[src/design/coupled_bistable_network_euler_step_assert.svh]
// Assertion macros shared by the coupled bistable network block.
`ifndef COUPLED_BISTABLE_NETWORK_EULER_STEP_ASSERT_SVH
`define COUPLED_BISTABLE_NETWORK_EULER_STEP_ASSERT_SVH

// Same-cycle implication, sampled on clk, quiet while arst_n is low.
`define CBN_ASSERT_NOW(label, ante, cons) \
	label: assert property (@(posedge clk) disable iff (!arst_n) (ante) |-> (cons)) \
		else $error("coupled bistable network check failed");

// Next-cycle implication, sampled on clk, quiet while arst_n is low.
`define CBN_ASSERT_NEXT(label, ante, cons) \
	label: assert property (@(posedge clk) disable iff (!arst_n) (ante) |=> (cons)) \
		else $error("coupled bistable network check failed");

`endif

[src/design/cbn_ram.sv]
// Generic single-port-write, single-port-read RAM with registered read data.
`default_nettype none
module cbn_ram #(
	parameter int WIDTH = 8,
	parameter int DEPTH = 256
) (
	input  wire logic                     clk,
	input  wire logic                     we,
	input  wire logic [$clog2(DEPTH)-1:0] waddr,
	input  wire logic [WIDTH-1:0]         wdata,
	input  wire logic [$clog2(DEPTH)-1:0] raddr,
	output logic      [WIDTH-1:0]         rdata
);
	logic [WIDTH-1:0] mem [DEPTH];

	always_ff @(posedge clk) begin
		if (we) begin
			mem[waddr] <= wdata;
		end
		rdata <= mem[raddr];
	end
endmodule
`default_nettype wire

[config.mk]
export PLATFORM = sky130hd
export DESIGN_NAME = cbn_ram
export DESIGN_NICKNAME = d
export VERILOG_FILES = /design/src/design/coupled_bistable_network_euler_step_assert.svh /design/src/design/cbn_ram.sv
export SDC_FILE = /design/constraint.sdc
export NUM_CORES = 2
export LEC_CHECK = 0
export BUFFER_PORTS_ARGS = -buffer_cell sky130_fd_sc_hd__buf_4
export CORE_ASPECT_RATIO = 0.8
export CORE_MARGIN = 8
export CORE_UTILIZATION = 50
export DETAILED_ROUTE_END_ITERATION = 6
export GPL_TIMING_DRIVEN = 0
export PLACE_DENSITY = 0.67
export REMOVE_ABC_BUFFERS = 1
export SLEW_MARGIN = 20
export SYNTH_ARGS = -nofsm -noshare
export SYNTH_HDL_FRONTEND = slang
export SYNTH_SLANG_ARGS = --single-unit
export TNS_END_PERCENT = 1
[constraint.sdc]
create_clock -name clk -period 1.8 [get_ports clk]
set_input_delay 0 -clock clk [delete_from_list [all_inputs] [get_ports clk]]
set_output_delay 0 -clock clk [all_outputs]
set_load 0.01 [all_outputs]
Word-level counts from Yosys, hierarchy flattened
Memories as Yosys holds them, arrays and structs flattened. A register that Yosys moved wholly into a read port is not among the register bits.
Cells that the tools add are included.
{ "classes": {"muxes": 2} }
{ "op_table": {"columns": ["operator", "n"], "rows": [
  ["$mux 1", 2]
]} }
{ "totals": {"mem_bits_rw": 2048, "register_bits": 0, "out_inout_bits": 8, "memories": 1} }
{ "mem_list": {"columns": ["name", "depth", "width", "rd", "rd_clocked_by_memory_dff", "wr", "line_no", "rtl"], "rows": [
  ["mem", 256, 8, 1, 1, 1, "cbn_ram.sv:14", "logic [WIDTH-1:0] mem [DEPTH];"]
]} }

Depth between registers and ports, before layout
{ "depth": {"word_depth": 2, "mapped_depth": 11} }

Worst setup path after synthesis
OpenSTA, ideal clock, no wires.
{ "synth_path": {"path_type": "in2reg", "start": "input port raddr[0]", "end": "register rdata[2], read port of mem", "n_path_buf": 4, "setup_time_ps": 131, "slack_ps": -138, "stages": 9, "required_time_ps": 1669, "arrival_time_ps": 1807, "path_cell_list": "buf_6 -> buf_12 -> buf_8 -> buf_2 -> mux4_2 -> a22oi_1 -> a21oi_1 -> nor4_1 -> nor4_2"} }
{ "synth_rtl": {"columns": ["element", "line_no", "rtl"], "rows": [
  ["start, declared", "cbn_ram.sv:11", "input wire logic [$clog2(DEPTH)-1:0] raddr,"],
  ["end, declared", "cbn_ram.sv:12", "output logic [WIDTH-1:0] rdata"]
]} }

==> flow_metrics.env <==
export IMPL_whs_ps=19.6
export IMPL_cp_arrival_ps=3030
export IMPL_core_um2=159000
export IMPL_vias=39058
export IMPL_gp_congestion=0.819
export IMPL_drv_slew=0
export IMPL_slew_headroom_pct=24.7
export IMPL_finalNonFillerCells=6111
export IMPL_crit_path_end_kind="flip-flop"
export IMPL_max_freq_mhz=427
export IMPL_max_cap_viol_count=0
export IMPL_dp_hpwl_mm=115
export IMPL_final_cell_mix="edfxtp_1, mux4_2, nor2_1"
export IMPL_netlist_area_um2=79600
export IMPL_ys_seq_area_share_pct=77.5
export IMPL_rsz0062_at_grt="true"
export IMPL_grt_max_degree=125
export IMPL_regArea_um2=61700
export IMPL_cts_tree="built"
export IMPL_skew_ps=29.1
export IMPL_drive_above_1_share_pct=25.9
export IMPL_critPathMaxFanout=1
export IMPL_die_w_um=462
export IMPL_clk_pin_slew_ps=70
export IMPL_fillers=11419
export IMPL_insertion_delay_ps=830
export IMPL_avgSynthCellArea_um2=21.3
export IMPL_outcome="complete, but fails checks"
export IMPL_cts_sinks=2056
export IMPL_p_leak_nw=27.7
export IMPL_fin_nets=3854
export IMPL_cp_start_kind="flip-flop"
export IMPL_final_common_cell="edfxtp_1"
export IMPL_syn_inst=3733
export IMPL_grt_pass1_vias=38659
export IMPL_synthDistinctLibCells=55
export IMPL_rows=131
export IMPL_overflow=0
export IMPL_syn_to_final_growth_pct=13.8
export IMPL_whs_path_depth=4
export IMPL_fp_dieH_um=373
export IMPL_ir_drop_mv=0.878
export IMPL_numCtsBuffers=186
export IMPL_violations="setup timing"
export IMPL_yosys_warnings=0
export IMPL_min_path_type="primary input to flip-flop"
export IMPL_crit_type="flip-flop to flip-flop"
export IMPL_clockBufferDepth=3
export IMPL_synth_top_area_share_pct=77.3
export IMPL_finalHoldViolCount=0
export IMPL_powerDensity_nw_per_um2=1080
export IMPL_die_area_um2=172000
export IMPL_multi_input_area_um2=17500
export IMPL_min_period_ps=2340
export IMPL_wirelength_mm=195
export IMPL_io_pins=34
export IMPL_htreeDepth=4
export IMPL_yosys_register_bits=2056
export IMPL_cts_root_buffer="clkbuf_16"
export IMPL_synth_area_top_cells="edfxtp_1, mux4_2, mux2i_1"
export IMPL_fin_ws_ps=-544
export IMPL_finalCritPeriodShare_pct=130
export IMPL_track_usage_pct=22.4
export IMPL_avgRoutedWirePerCell_um=31.9
export IMPL_dp_slack_ps=-2780
export IMPL_drt_iter0_drc=5716
export IMPL_antenna_found_initial=5
export IMPL_first_pass_iters=6
export IMPL_drtAntennaViolNets=0
export IMPL_synth_top_area_cell="edfxtp_1"
export IMPL_worst_slew_pin_slew_ps=1130
export IMPL_via_per_inst=6.39
export IMPL_start_util_pct=50.1
export IMPL_total_power_mw=97.5
export IMPL_required_ps=2480
export IMPL_remaining_drc_errors=0
export IMPL_dp_cells=5729
export IMPL_setup_violations=787
export IMPL_grt_first_pass_wirelength_mm=280
export IMPL_utilization_pct=57.0
export IMPL_reg2regPathDepth=6
export IMPL_io_buffers=33
## logic make-up after synthesis
family                 share of synthesized area [%]
AO/OA/AOI/OAI                                   3.42
buffers and inverters                           1.83
flip-flops                                      77.5
multiplexers                                    14.6
AND/OR/NAND/NOR                                 2.63
## critical path: stages, from the launching register on
cell      delay, ps
edfxtp_1        380
mux4_2          490
a22o_4          280
a221oi_4        250
o221ai_2        210
a211oi_4        480
nor4_1          110
## report_power, final
group / total [mW] / leakage, nW / internal, mW / switching (mW)
clock network: 39.3 / 2.91 / 22.0 / 17.3
registers: 52.8 / 18.5 / 52.8 / 0.0660
logic: 5.36 / 6.31 / 2.00 / 3.36
## Yosys cell counts, drive strengths merged
library cell	count
a22oi	133
nor3b	1
clkinv	1
a21boi	1
nor3	22
nor2	282
a22o	8
a221oi	14
mux2	1
or2	4
or3b	1
o22ai	28
nor4	27
nor4b	1
a31oi	2
a211oi	16
clkbuf	111
a311oi	2
nand2b	8
nand3b	2
nand4	10
o211ai	10
o221ai	47
o311ai	1
and3b	2
and3	1
a2111oi	5
o22a	5
buf	122
o21ai	12
edfxtp	2048
mux4	456
nor2b	31
o32ai	5
or2b	1
nand2	33
nand3	34
and2	6
dfxtp	8
a21oi	96
mux2i	134
inv	1
## final cells by class
type	instances	area share [%]
Antenna cell	4	0.0111
Clock buffer	230	5.35
Clock inverter	109	1.25
Inverter	2	0.0138
Multi-Input combinational cell	1442	19.4
Sequential cell	2056	68.1
Tap cell	2128	2.94
Timing Repair Buffer	140	2.91
## metrics by stage
step	setup TNS, ps	cell area (µm²)
final	-105790	90500
after global routing	-163890	90500
after CTS	-59780	90200
after detailed placement	-1714310	82700
after global placement	-5298330	81000
after floorplan	-4540	78100
## metal layers
metal / vias up / routed length [µm] / global-route usage [%]
met5: - / 20 / 0
li1: 15935 / - / -
met2: 2188 / 90700 / 33.4
met4: 2 / 4920 / 6.86
met3: 272 / 20100 / 4.35
met1: 20661 / 79200 / 33.7
## path summary, 6_finish.rpt
kind | from | to | slack (ps)
hold / removal | waddr[1] | mem[148][0] | 20
hold reg to reg | mem[113][7] | rdata[7] | 1100
setup / recovery | mem[27][5] | rdata[5] | -540
setup reg to reg | mem[27][5] | rdata[5] | -540
## flip-flops by register name, summed over array words and instances, names as in the netlist
signal  flops
mem      2048
rdata       8
## repair_timing
action	4_1_cts	5_1_grt
endpoints found under the setup margin	719	1461
setup buffers	4	0
hold buffers	16	0
pin swaps	30	19
gates resized for setup	137	74
endpoints found under the hold margin	1660	0
cloned	19	0
Note: power is estimated with default switching activity, not from simulation.
